**config.mk**
```make
export PLATFORM = sky130hd
export DESIGN_NAME = circular_deque
export DESIGN_NICKNAME = d
export VERILOG_FILES = /design/src/hw/rtl/cdq_pkg.sv /design/src/hw/rtl/circular_deque.sv /design/src/hw/rtl/cdq_ctrl.sv /design/src/hw/rtl/cdq_dpath.sv
export VERILOG_INCLUDE_DIRS = /design/src /design/src/hw/rtl
export SDC_FILE = /design/constraint.sdc
export NUM_CORES = 1
export LEC_CHECK = 0
export ABC_AREA = 1
export ABC_CLOCK_PERIOD_IN_PS = 4850
export BUFFER_PORTS_ARGS = -buffer_cell sky130_fd_sc_hd__clkbuf_2
export CAP_MARGIN = 20
export CORE_UTILIZATION = 40
export DETAILED_ROUTE_END_ITERATION = 16
export PLACE_DENSITY = 0.52
export SLEW_MARGIN = 20
export SYNTH_ARGS = -nofsm -noshare
export SYNTH_HDL_FRONTEND = slang
export SYNTH_HIERARCHICAL = 1
export SYNTH_SLANG_ARGS = --single-unit
```
**constraint.sdc**
```tcl
create_clock -name clk -period 4.85 [get_ports clk]
set_clock_uncertainty 0.05 [all_clocks]
set_input_delay 0.97 -clock clk [delete_from_list [all_inputs] [get_ports clk]]
set_output_delay 0.97 -clock clk [all_outputs]
set_load 0.05 [all_outputs]
```
**src/hw/rtl/circular_deque_assert.svh**
```systemverilog
// Assertion macros shared by the deque RTL; empty when SYNTH is defined.
`ifndef CIRCULAR_DEQUE_ASSERT_SVH
`define CIRCULAR_DEQUE_ASSERT_SVH
`ifndef SYNTH
// Check on the module's own clk and rst.
`define CDQ_ASSERT(label, prop, msg) \
  label: assert property (@(posedge clk) disable iff (rst) prop) else $error(msg);
// Check on an explicitly named clock and reset.
`define CDQ_ASSERT_CLK(label, ck, rs, prop, msg) \
  label: assert property (@(posedge ck) disable iff (rs) prop) else $error(msg);
`else
`define CDQ_ASSERT(label, prop, msg)
`define CDQ_ASSERT_CLK(label, ck, rs, prop, msg)
`endif
`endif

```
**src/hw/rtl/cdq_pkg.sv**
```systemverilog
`timescale 1ns / 1ps
// Shared types and constants for the circular deque.
package cdq_pkg;

  // Store geometry
  localparam int DEPTH = 16;
  localparam int IDX_W = $clog2(DEPTH);

  // Command codes
  localparam logic [2:0] CMD_PUSH_FRONT = 3'd0;
  localparam logic [2:0] CMD_PUSH_REAR  = 3'd1;
  localparam logic [2:0] CMD_POP_FRONT  = 3'd2;
  localparam logic [2:0] CMD_POP_REAR   = 3'd3;
  localparam logic [2:0] CMD_DUMP       = 3'd4;

  // Result status codes
  localparam logic [1:0] STAT_OK    = 2'd0;
  localparam logic [1:0] STAT_FULL  = 2'd1;
  localparam logic [1:0] STAT_EMPTY = 2'd2;

  typedef struct packed {
    logic [2:0]         command;
    logic signed [31:0] value;
  } req_t;

  typedef struct packed {
    logic [1:0]         status;
    logic signed [31:0] data;
    logic               last;
  } rsp_t;

  typedef enum logic [1:0] {
    S_IDLE,
    S_POP,
    S_DUMP
  } state_t;

  // Datapath operation for this cycle
  typedef enum logic [2:0] {
    OP_NONE,
    OP_PUSH_FRONT,
    OP_PUSH_REAR,
    OP_POP_FRONT,
    OP_POP_REAR,
    OP_DUMP_START,
    OP_DUMP_NEXT
  } op_t;

  // Which result the output register loads
  typedef enum logic [2:0] {
    EMIT_NONE,
    EMIT_OK,
    EMIT_FULL,
    EMIT_EMPTY,
    EMIT_MEM
  } emit_t;

  typedef struct packed {
    op_t   op;
    emit_t emit;
  } ctrl_t;

  typedef struct packed {
    logic empty;
    logic full;
    logic walk_last;
  } stat_t;

endpackage

```
**src/hw/rtl/circular_deque.sv**
```systemverilog
// Circular double-ended queue of signed 32-bit words, top level.
//
// Requests are taken when start is high and busy is low. Push front, push
// rear, and every refused request (push while full, pop or dump while empty)
// leave busy low, so such requests can follow each other on every clock. A pop
// raises busy while the registered store read completes and the word is handed
// out. A dump raises busy while the single store read port walks from head to
// tail one entry a cycle. Each result is marked by strobe for exactly one
// cycle and is registered, appearing in the cycle after the request or read
// that produced it; the receiver cannot stall it and must take it then.
// result.last marks the final result of a request. Unknown command codes
// produce no result. The store needs no clearing after reset; empty starts
// set.
`timescale 1ns / 1ps
module circular_deque (
  input  logic           clk,
  input  logic           rst,
  input  logic           start,
  output logic           busy,
  input  cdq_pkg::req_t  request,
  output logic           strobe,
  output cdq_pkg::rsp_t  result
);

  cdq_pkg::ctrl_t ctrl;
  cdq_pkg::stat_t stat;

  cdq_ctrl u_ctrl (
    .clk     (clk),
    .rst     (rst),
    .start   (start),
    .command (request.command),
    .stat    (stat),
    .busy    (busy),
    .ctrl    (ctrl)
  );

  cdq_dpath u_dpath (
    .clk    (clk),
    .rst    (rst),
    .ctrl   (ctrl),
    .value  (request.value),
    .stat   (stat),
    .strobe (strobe),
    .result (result)
  );

endmodule

```
**src/hw/rtl/cdq_ctrl.sv**
```systemverilog
`timescale 1ns / 1ps
// Deque controller: decodes requests and sequences pops and dumps.
`include "circular_deque_assert.svh"
module cdq_ctrl (
  input  logic                clk,
  input  logic                rst,
  input  logic                start,
  input  logic [2:0]          command,
  input  cdq_pkg::stat_t      stat,
  output logic                busy,
  output cdq_pkg::ctrl_t      ctrl
);

  cdq_pkg::state_t state;
  cdq_pkg::state_t state_next;

  // State register
  always_ff @(posedge clk) begin
    if (rst) begin
      state <= cdq_pkg::S_IDLE;
    end else begin
      state <= state_next;
    end
  end

  // Next state
  always_comb begin
    state_next = state;
    case (state)
      cdq_pkg::S_IDLE: begin
        if (start) begin
          case (command)
            cdq_pkg::CMD_POP_FRONT, cdq_pkg::CMD_POP_REAR: begin
              if (!stat.empty) state_next = cdq_pkg::S_POP;
            end
            cdq_pkg::CMD_DUMP: begin
              if (!stat.empty) state_next = cdq_pkg::S_DUMP;
            end
            default: state_next = cdq_pkg::S_IDLE;
          endcase
        end
      end
      cdq_pkg::S_POP: state_next = cdq_pkg::S_IDLE;
      cdq_pkg::S_DUMP: begin
        if (stat.walk_last) state_next = cdq_pkg::S_IDLE;
      end
      default: state_next = cdq_pkg::S_IDLE;
    endcase
  end

  // Outputs: datapath operation and result selection
  always_comb begin
    ctrl.op   = cdq_pkg::OP_NONE;
    ctrl.emit = cdq_pkg::EMIT_NONE;
    busy      = (state != cdq_pkg::S_IDLE);
    case (state)
      cdq_pkg::S_IDLE: begin
        if (start) begin
          case (command)
            cdq_pkg::CMD_PUSH_FRONT: begin
              if (stat.full) begin
                ctrl.emit = cdq_pkg::EMIT_FULL;
              end else begin
                ctrl.op   = cdq_pkg::OP_PUSH_FRONT;
                ctrl.emit = cdq_pkg::EMIT_OK;
              end
            end
            cdq_pkg::CMD_PUSH_REAR: begin
              if (stat.full) begin
                ctrl.emit = cdq_pkg::EMIT_FULL;
              end else begin
                ctrl.op   = cdq_pkg::OP_PUSH_REAR;
                ctrl.emit = cdq_pkg::EMIT_OK;
              end
            end
            cdq_pkg::CMD_POP_FRONT: begin
              if (stat.empty) ctrl.emit = cdq_pkg::EMIT_EMPTY;
              else            ctrl.op   = cdq_pkg::OP_POP_FRONT;
            end
            cdq_pkg::CMD_POP_REAR: begin
              if (stat.empty) ctrl.emit = cdq_pkg::EMIT_EMPTY;
              else            ctrl.op   = cdq_pkg::OP_POP_REAR;
            end
            cdq_pkg::CMD_DUMP: begin
              if (stat.empty) ctrl.emit = cdq_pkg::EMIT_EMPTY;
              else            ctrl.op   = cdq_pkg::OP_DUMP_START;
            end
            default: ctrl.op = cdq_pkg::OP_NONE;  // unknown code: no result
          endcase
        end
      end
      cdq_pkg::S_POP: ctrl.emit = cdq_pkg::EMIT_MEM;
      cdq_pkg::S_DUMP: begin
        ctrl.emit = cdq_pkg::EMIT_MEM;
        if (!stat.walk_last) ctrl.op = cdq_pkg::OP_DUMP_NEXT;
      end
      default: ctrl.op = cdq_pkg::OP_NONE;
    endcase
  end

  // Checks
  `CDQ_ASSERT_CLK(a_pop_single_cycle, clk, rst, state == cdq_pkg::S_POP |=> state == cdq_pkg::S_IDLE, "pop result took more than one cycle")
  `CDQ_ASSERT(a_dump_goes_busy, start && !busy && command == cdq_pkg::CMD_DUMP && !stat.empty |=> busy, "dump of a non-empty deque did not hold busy")

endmodule

```
**src/hw/rtl/cdq_dpath.sv**
```systemverilog
`timescale 1ns / 1ps
// Deque datapath: store, head and tail indices, dump walker and result register.
`include "circular_deque_assert.svh"
module cdq_dpath (
  input  logic                clk,
  input  logic                rst,
  input  cdq_pkg::ctrl_t      ctrl,
  input  logic signed [31:0]  value,
  output cdq_pkg::stat_t      stat,
  output logic                strobe,
  output cdq_pkg::rsp_t       result
);

  localparam int IW = cdq_pkg::IDX_W;

  logic signed [31:0] mem [cdq_pkg::DEPTH];
  logic signed [31:0] rd_data;
  logic [IW-1:0]      head;
  logic [IW-1:0]      tail;
  logic [IW-1:0]      walk;
  logic               empty;
  logic               mem_last;   // the word in rd_data ends its request
  logic               full;
  logic               wr_en;
  logic               rd_en;
  logic [IW-1:0]      wr_addr;
  logic [IW-1:0]      rd_addr;

  function automatic logic [IW-1:0] idx_next(input logic [IW-1:0] i);
    return (i == IW'(cdq_pkg::DEPTH - 1)) ? '0 : i + 1'b1;
  endfunction

  function automatic logic [IW-1:0] idx_prev(input logic [IW-1:0] i);
    return (i == '0) ? IW'(cdq_pkg::DEPTH - 1) : i - 1'b1;
  endfunction

  // Status back to the controller
  assign full = !empty && (idx_next(tail) == head);
  assign stat = '{empty: empty, full: full, walk_last: mem_last};

  // Store addressing
  always_comb begin
    wr_en   = 1'b0;
    rd_en   = 1'b0;
    wr_addr = '0;
    rd_addr = head;
    case (ctrl.op)
      cdq_pkg::OP_PUSH_FRONT: begin
        wr_en   = 1'b1;
        wr_addr = empty ? '0 : idx_prev(head);
      end
      cdq_pkg::OP_PUSH_REAR: begin
        wr_en   = 1'b1;
        wr_addr = empty ? '0 : idx_next(tail);
      end
      cdq_pkg::OP_POP_FRONT, cdq_pkg::OP_DUMP_START: begin
        rd_en   = 1'b1;
        rd_addr = head;
      end
      cdq_pkg::OP_POP_REAR: begin
        rd_en   = 1'b1;
        rd_addr = tail;
      end
      cdq_pkg::OP_DUMP_NEXT: begin
        rd_en   = 1'b1;
        rd_addr = walk;
      end
      default: wr_en = 1'b0;
    endcase
  end

  // Store: one write and one registered read per cycle
  always_ff @(posedge clk) begin
    if (wr_en) mem[wr_addr] <= value;
    if (rd_en) rd_data <= mem[rd_addr];
  end

  // Head, tail and empty mark
  always_ff @(posedge clk) begin
    if (rst) begin
      head  <= '0;
      tail  <= '0;
      empty <= 1'b1;
    end else begin
      case (ctrl.op)
        cdq_pkg::OP_PUSH_FRONT: begin
          if (empty) begin
            head  <= '0;
            tail  <= '0;
            empty <= 1'b0;
          end else begin
            head <= idx_prev(head);
          end
        end
        cdq_pkg::OP_PUSH_REAR: begin
          if (empty) begin
            head  <= '0;
            tail  <= '0;
            empty <= 1'b0;
          end else begin
            tail <= idx_next(tail);
          end
        end
        cdq_pkg::OP_POP_FRONT: begin
          if (head == tail) empty <= 1'b1;
          else              head  <= idx_next(head);
        end
        cdq_pkg::OP_POP_REAR: begin
          if (head == tail) empty <= 1'b1;
          else              tail  <= idx_prev(tail);
        end
        default: head <= head;
      endcase
    end
  end

  // Dump walker and last mark for the word being read
  always_ff @(posedge clk) begin
    case (ctrl.op)
      cdq_pkg::OP_POP_FRONT, cdq_pkg::OP_POP_REAR: mem_last <= 1'b1;
      cdq_pkg::OP_DUMP_START: begin
        walk     <= idx_next(head);
        mem_last <= (head == tail);
      end
      cdq_pkg::OP_DUMP_NEXT: begin
        walk     <= idx_next(walk);
        mem_last <= (walk == tail);
      end
      default: walk <= walk;
    endcase
  end

  // Result register
  always_ff @(posedge clk) begin
    if (rst) begin
      strobe <= 1'b0;
    end else begin
      strobe <= (ctrl.emit != cdq_pkg::EMIT_NONE);
    end
  end

  always_ff @(posedge clk) begin
    case (ctrl.emit)
      cdq_pkg::EMIT_OK:    result <= '{status: cdq_pkg::STAT_OK,    data: '0, last: 1'b1};
      cdq_pkg::EMIT_FULL:  result <= '{status: cdq_pkg::STAT_FULL,  data: '0, last: 1'b1};
      cdq_pkg::EMIT_EMPTY: result <= '{status: cdq_pkg::STAT_EMPTY, data: '0, last: 1'b1};
      cdq_pkg::EMIT_MEM:   result <= '{status: cdq_pkg::STAT_OK, data: rd_data, last: mem_last};
      default:             result <= result;
    endcase
  end

  // Checks
  `CDQ_ASSERT(a_not_full_and_empty, !(full && empty), "deque flagged full and empty at once")
  `CDQ_ASSERT(a_refusal_form, strobe && result.status != cdq_pkg::STAT_OK |-> result.data == '0 && result.last, "refused request gave data or missed last")
  `CDQ_ASSERT(a_empty_indices_meet, $rose(empty) |-> head == tail, "deque went empty with head and tail apart")

endmodule

```
==> qor.yml, run 1 <==
finish:
  nets: 2510
  final_cell_mix: "584 x edfxtp_1, 531 x nand3_1, 476 x nand2_1, 330 x inv_1, 132 x nand3b_1"
  area_growth_pct: 14.8
  final_common_cell: "edfxtp_1"
  drive_gt1_frac: 0.108
drt:
  vias: 17360
  drtIter0Drc: 1353
  drc_errors: 0
  first_pass_iters: 5
  ant_nets: 0
  wl_per_cell_um: 20.4
  wirelength_um: 68600
  viasPerCell: 5.15
worst_hold_path:
  min_path_type: "flip-flop to flip-flop"
global_route:
  grt_max_degree: 142
  gr-usage-all-layers: 0.209
  antenna_found_initial: 2
  overflow: 0
  grt_pass1_vias: 17059
  grt_pass1_wl_um: 105000
timing:
  grt_setup_unrepaired: "false"
  fin_crit_sh: 0.885
  fin_ws_ns: 0.557
  post-route-min-period_ns: 4.29
  setup_viol: 0
  max_freq_mhz: 233
  finalHoldViolCount: 0
  relSlewSlack: 0.453
  tightest_slew_ns: 0.821
  fin_tns_setup_ns: 0
  slew_violations: 0
floorplan:
  num_io_pins: 75
  start_util: 0.406
  placementRows: 93
  dieArea_um2: 66500
  core_area_um2: 64600
  die_w_um: 258
  die_y_um: 258
pwr:
  vdd_drop_max_mv: 0.240
  p_leak_nw: 12.0
  power_density_nw_per_um2: 454
synthesis:
  synth.cell_area_um2: 26200
  syn_inst: 2401
  synth_top_cell_area_share: 0.669
  yosys.area.top_type: "edfxtp_1"
  syn_area_per_cell_um2: 10.9
  ys_ff_latch: 596
  yosysSeqAreaShare: 0.678
  yosys-top-cells-area: "edfxtp_1 67%, nand3_1 10%, nand2_1 6.9%"
  synth.distinct_cells: 34
  synth_nets: 2447
  ys_warn_count: 6
placement:
  gp_congestion: 0.841
  place_ws_ns: 0.571
  port_buffers: 74
  hpwl_um: 37500
clocking:
  hold_buffers: 0
  worstSkewPairLatency_ns: 0.61
  post_cts_resized: 0
  numCtsBuffers: 67
  cts.sinks: 596
  cts_setup_buffers: 0
  cts_buffer_depth: 3
  htreeDepth: 3
  cts.clk_slew.worst_paths_ns: 0.06
  cts_tree: "done"
  cts_root_buf: "clkbuf_16"
critical_path:
  critPathSlowestCell: "dfxtp_1"
  endpoint_kind: "flip-flop"
  crit_family: "simple AND/OR/NAND/NOR gates"
  ff2ff_setup_slack_ns: 0.56
  cpPeakStageDelay_ns: 0.52
  path_buf_inv: 4
  cp_max_fo: 25
  required_ns: 5.05
  cp.arrival_ns: 4.49
  crit_type: "flip-flop to flip-flop"
  worstPathCellList: "ha_1 > nand2_1 > nand3_1 > o21ai_0 > xor2_1 > nor3_1 > inv_1 > nand3_1 > nand2_1 > nand2_1 > nand2_1 > inv_2 > nand3_1 > inv_1 > nand2_1 > o21ai_1 > nand3_1 > nor2_4 > buf_4"
  crit_path_start_kind: "flip-flop"
  path_common_cell: "nand2_1"
run_status:
  status: "finished clean"
job:
  drv_cap: 0
registers in the layout (all words and copies together), names as in the netlist:
register          flops
u_ctrl/state          2
u_dpath/empty         1
u_dpath/head          4
u_dpath/mem         512
u_dpath/mem_last      1
u_dpath/rd_data      32
u_dpath/result       35
u_dpath/strobe        1
u_dpath/tail          4
u_dpath/walk          4
tightest hold or removal path, stage by stage (launching register included):
cell and delay, ns:
edfxtp_1 0.32, inv_1 0.04, nor2_1 0.08
metrics by stage:
| step | utilization | power (mW) | std cells | area, µm² | hold WS, ns |
|---|---|---|---|---|---|
| CTS | 0.466 | 13.8 | 3371 | 30100 | 0.500 |
| detailed placement | 0.432 | 8.74 | 3250 | 27900 | 0.484 |
| floorplan | - | 7.89 | 2401 | 26200 | 0.462 |
| finish | 0.466 | 13.7 | 3372 | 30100 | 0.497 |
| global route | 0.466 | 14.2 | 3372 | 30100 | 0.523 |
| global placement | 0.432 | 8.73 | 3250 | 27900 | 0.473 |
cells in the mapped netlist, drive strengths merged:
master	number
nand4	8
o211ai	4
xor2	9
a21oi	10
edfxtp	584
and2	1
ha	8
nor2	93
nor3	3
dfxtp	12
nand3b	132
o22ai	6
or2	4
o21ai	21
o221ai	1
o311ai	1
a31oi	1
clkbuf	25
inv	339
buf	118
nand3	534
xnor2	3
nand2	484
per-layer routing:
metal  up-vias  wire length, µm  track usage
met5         -               13            0
met3        86             3280       0.0298
met2       436            32800        0.343
met1      8557            31100        0.288
met4         2             1430       0.0628
li1       8279                -            -
final timing paths:
check | endpoint | cells after the start | from
setup reg to reg | u_dpath/mem[10][19]$_DFFE_PP_ | 19 | u_dpath/tail[1]$_SDFFE_PP0P_
hold / removal | u_dpath/result[27]$_DFFE_PP_ | 2 | u_dpath/rd_data[26]$_DFFE_PP_
setup / recovery | u_dpath/mem[10][19]$_DFFE_PP_ | 19 | u_dpath/tail[1]$_SDFFE_PP0P_
hold reg to reg | u_dpath/result[27]$_DFFE_PP_ | 2 | u_dpath/rd_data[26]$_DFFE_PP_
report_power, final:
| part | internal (mW) | switching, mW |
|---|---|---|
| Combinational | 0.672 | 1.93 |
| Sequential | 5.94 | 0.0615 |
| Clock | 3.02 | 2.04 |
| Total | 9.63 | 4.04 |
cells by family (layout without fill, tap and decap cells):
kind of cell,Yosys count,after routing,synth area share
compound gates,44,44,0.00993
xor+xnor,12,12,0.00401
fa+ha+maj,8,8,0.00382
buf+inv,482,597,0.0761
flops,596,596,0.678
other cells,0,1,0
simple gates,1259,1259,0.228
final cells by class:
type | instances | area (µm²)
repair buffers | 137 | 1140
multi-input cells | 1323 | 6620
clock buffers | 85 | 1810
inverters | 339 | 1270
fillers | 5927 | 34500
flip-flops and latches | 596 | 17800
clock inverters | 36 | 373
diodes | 1 | 2.50
well taps | 855 | 1070
No activity file was read; power rests on OpenSTA's default activity.
==> run 2, diff against run 1 <==
Settings changed: ABC_AREA 1 to default, CORE_UTILIZATION 40 to 50, PLACE_DENSITY 0.52 to 0.63.
==> run 2 against run 1 <==
  * Sequential power decreased by 4.2%
  * Combinational power fell by 66%
  * Global-route usage grew 2.4 points
  * Die area fell by 26%
  * Cell count fell by 27%
  * First-iteration DRC count rose by 7.5%
  * Worst setup slack worse by 0.23 ns
  * Fmax is 5.0% lower
  * Flip-flop and latch count unchanged
==> qor.yml, run 2 <==
worst_hold_path:
  min_path_type: "flip-flop to flip-flop"
clocking:
  post_cts_resized: 0
  cts_root_buf: "clkbuf_16"
  cts_buffer_depth: 3
  cts_tree: "done"
  cts.sinks: 596
  numCtsBuffers: 59
  cts_setup_buffers: 0
  htreeDepth: 2
  cts.clk_slew.worst_paths_ns: 0.06
  worstSkewPairLatency_ns: 0.62
  hold_buffers: 0
global_route:
  grt_max_degree: 101
  overflow: 0
  grt_pass1_vias: 14058
  gr-usage-all-layers: 0.234
  grt_pass1_wl_um: 86000
  antenna_found_initial: 0
placement:
  place_inst: 2347
  hpwl_um: 31000
  port_buffers: 74
  gp_congestion: 0.824
critical_path:
  required_ns: 5.15
  r2r_start: "u_dpath/tail[0]$_SDFFE_PP0P_"
  reg2reg_to: "u_dpath/rd_data[13]$_DFFE_PP_"
  crit_type: "flip-flop to flip-flop"
  cp.arrival_ns: 4.82
  crit_path_start_kind: "flip-flop"
  cp-startpoint: "u_dpath/tail[0]$_SDFFE_PP0P_"
  endpoint_kind: "flip-flop"
  crit_end: "u_dpath/rd_data[13]$_DFFE_PP_"
  cp_max_fo: 30
  r2r_cells: 19
  ff2ff_setup_slack_ns: 0.33
synthesis:
  synth_top_cell_area_share: 0.729
  yosysMostFrequentCell: "edfxtp_1"
  syn_inst: 1707
  synth_edf_count: 584
  yosys-top-cells-area: "edfxtp_1 73%, nand2_1 6.5%, a32oi_1 3.4%"
  synth.cell_area_um2: 24100
  synth_commonest_cells: "584 x edfxtp_1, 414 x nand2_1, 111 x a21oi_1"
  synth.distinct_cells: 59
  synth-async-reset-ratio: 0
  synth_ff_type: "edfxtp_1"
  synth_nets: 1753
  yosys.area.top_type: "edfxtp_1"
  ys_warn_count: 6
  yosysSeqAreaShare: 0.739
  syn_area_per_cell_um2: 14.1
  ys_ff_latch: 596
timing:
  setup_viol: 0
  max_freq_mhz: 221
  grt_setup_unrepaired: "false"
  fin_tns_setup_ns: 0
  hold_ws_ns: 0.468
  fin_crit_sh: 0.932
  post-route-min-period_ns: 4.52
  slew_violations: 0
  finalHoldViolCount: 0
  tightest_slew_ns: 0.755
  relSlewSlack: 0.492
floorplan:
  num_io_pins: 75
  placementRows: 80
  die_y_um: 221
  dieArea_um2: 49000
  die_w_um: 221
  start_util: 0.505
  core_area_um2: 47600
pwr:
  power_frac_comb: 0.080
  p_clk_frac: 0.400
  power.internal_mw: 8.56
  totalPowerFinal_mw: 11.1
  p_switching_mw: 2.51
  power_density_nw_per_um2: 405
  vdd_drop_max_mv: 0.260
  p_leak_nw: 9.67
  switching_share: 0.226
  p_seq_frac: 0.520
drt:
  viasPerCell: 5.92
  first_pass_iters: 5
  vias: 14497
  wirelength_um: 56600
  wl_per_cell_um: 23.1
  ant_nets: 0
  drc_errors: 0
  drtIter0Drc: 1454
finish:
  drive_gt1_frac: 0.162
  final_cell_mix: "584 x edfxtp_1, 413 x nand2_1, 110 x a21oi_1, 94 x a32oi_1, 74 x clkbuf_2"
  largest_reg_flops: 512
  nets: 1839
  insertedDiodeCount: 0
  area_growth_pct: 13.6
  layout.cells.non_filler: 2449
  final_common_cell: "edfxtp_1"
  reg.largest.list: "u_dpath/mem (512), u_dpath/result (35), u_dpath/rd_data (32)"
  regMostFlops: "u_dpath/mem"
job:
  drv_cap: 0
run_status:
  status: "finished clean"
run 2: cell types whose count changed in the layout (fill, tap and decap cells not counted), sizes merged, moves of 19 or more:
| cell | change |
|---|---|
| mux2i | +39 |
| and2 | +33 |
| a32oi | +94 |
| inv | -329 |
| clkbuf | -19 |
| a221oi | +33 |
| nand2 | -70 |
| nand3 | -464 |
| nand3b | -131 |
| a21oi | +132 |
| nor2 | -58 |
run 2: logic make-up after synthesis:
kind of cell / after synthesis / share of synthesized area
muxes: 46 / 0.0203
xor gates and xnor gates: 17 / 0.00619
adders and majority gates: 8 / 0.00416
and+or+nand+nor: 600 / 0.107
DFF: 596 / 0.739
buffers and inverters: 127 / 0.0291
AOI/OAI and AO/OA: 313 / 0.0947
run 2: power groups by stage:
stage	logic, mW	clock network [mW]	registers, mW
after floorplan	0.522	0	5.95
after global placement	0.871	0	5.86
after detailed placement	0.886	0	5.86
after CTS	0.890	4.50	5.75
after global routing	0.963	4.70	5.76
final	0.886	4.42	5.75
run 2: worst min-delay path by stage:
stage,start,end,depth (start not counted)
after floorplan,u_dpath/rd_data[9]$_DFFE_PP_,u_dpath/result[10]$_DFFE_PP_,1
after global placement,u_dpath/rd_data[27]$_DFFE_PP_,u_dpath/result[28]$_DFFE_PP_,1
after detailed placement,u_dpath/rd_data[23]$_DFFE_PP_,u_dpath/result[24]$_DFFE_PP_,1
after CTS,u_dpath/rd_data[23]$_DFFE_PP_,u_dpath/result[24]$_DFFE_PP_,1
after global routing,u_dpath/rd_data[25]$_DFFE_PP_,u_dpath/result[26]$_DFFE_PP_,1
final,u_dpath/rd_data[23]$_DFFE_PP_,u_dpath/result[24]$_DFFE_PP_,1
run 2: per-stage QoR:
stage          worst slack (ns)  instance area (µm²)   util
6_report                  0.332                27300  0.574
5_1_grt                  0.0991                27300  0.574
4_1_cts                   0.370                27300  0.574
3_5_place_dp              0.411                25500  0.535
3_3_place_gp              0.598                25500  0.535
2_1_floorplan            0.0525                24100      -
run 2: area by class of cell:
class | count | area, µm²
tap | 615 | 769
inverter | 11 | 41.3
multi-input combinational | 984 | 5820
timing repair buffer | 141 | 1070
fill | 3783 | 20300
clock buffer | 66 | 1520
clock inverter | 36 | 335
sequential | 596 | 17800
run 2: critical path: stages, from the launching register on:
cell and delay [ns]:
dfxtp_1 0.53, ha_1 0.33, a21oi_1 0.06, o21ai_0 0.22, nand2_1 0.13, xnor2_1 0.14
nor3_1 0.27, mux2i_1 0.15, mux2i_1 0.16, nor3_1 0.06, buf_4 0.17, nor2b_1 0.11
buf_4 0.22, mux2i_4 0.35, buf_4 0.25, buf_4 0.36, mux2i_1 0.24, a221oi_1 0.11
a21oi_1 0.22, nand2_1 0.10
run 2: metal layers:
metal  wire (µm)  track usage  vias to the layer above  share of wire
met1       24500        0.323                     7287           0.43
met5           0            0                        -              0
met4        1640       0.0814                        0          0.029
li1            -            -                     6599              -
met3        3750       0.0412                      106          0.066
met2       26700        0.375                      505           0.47
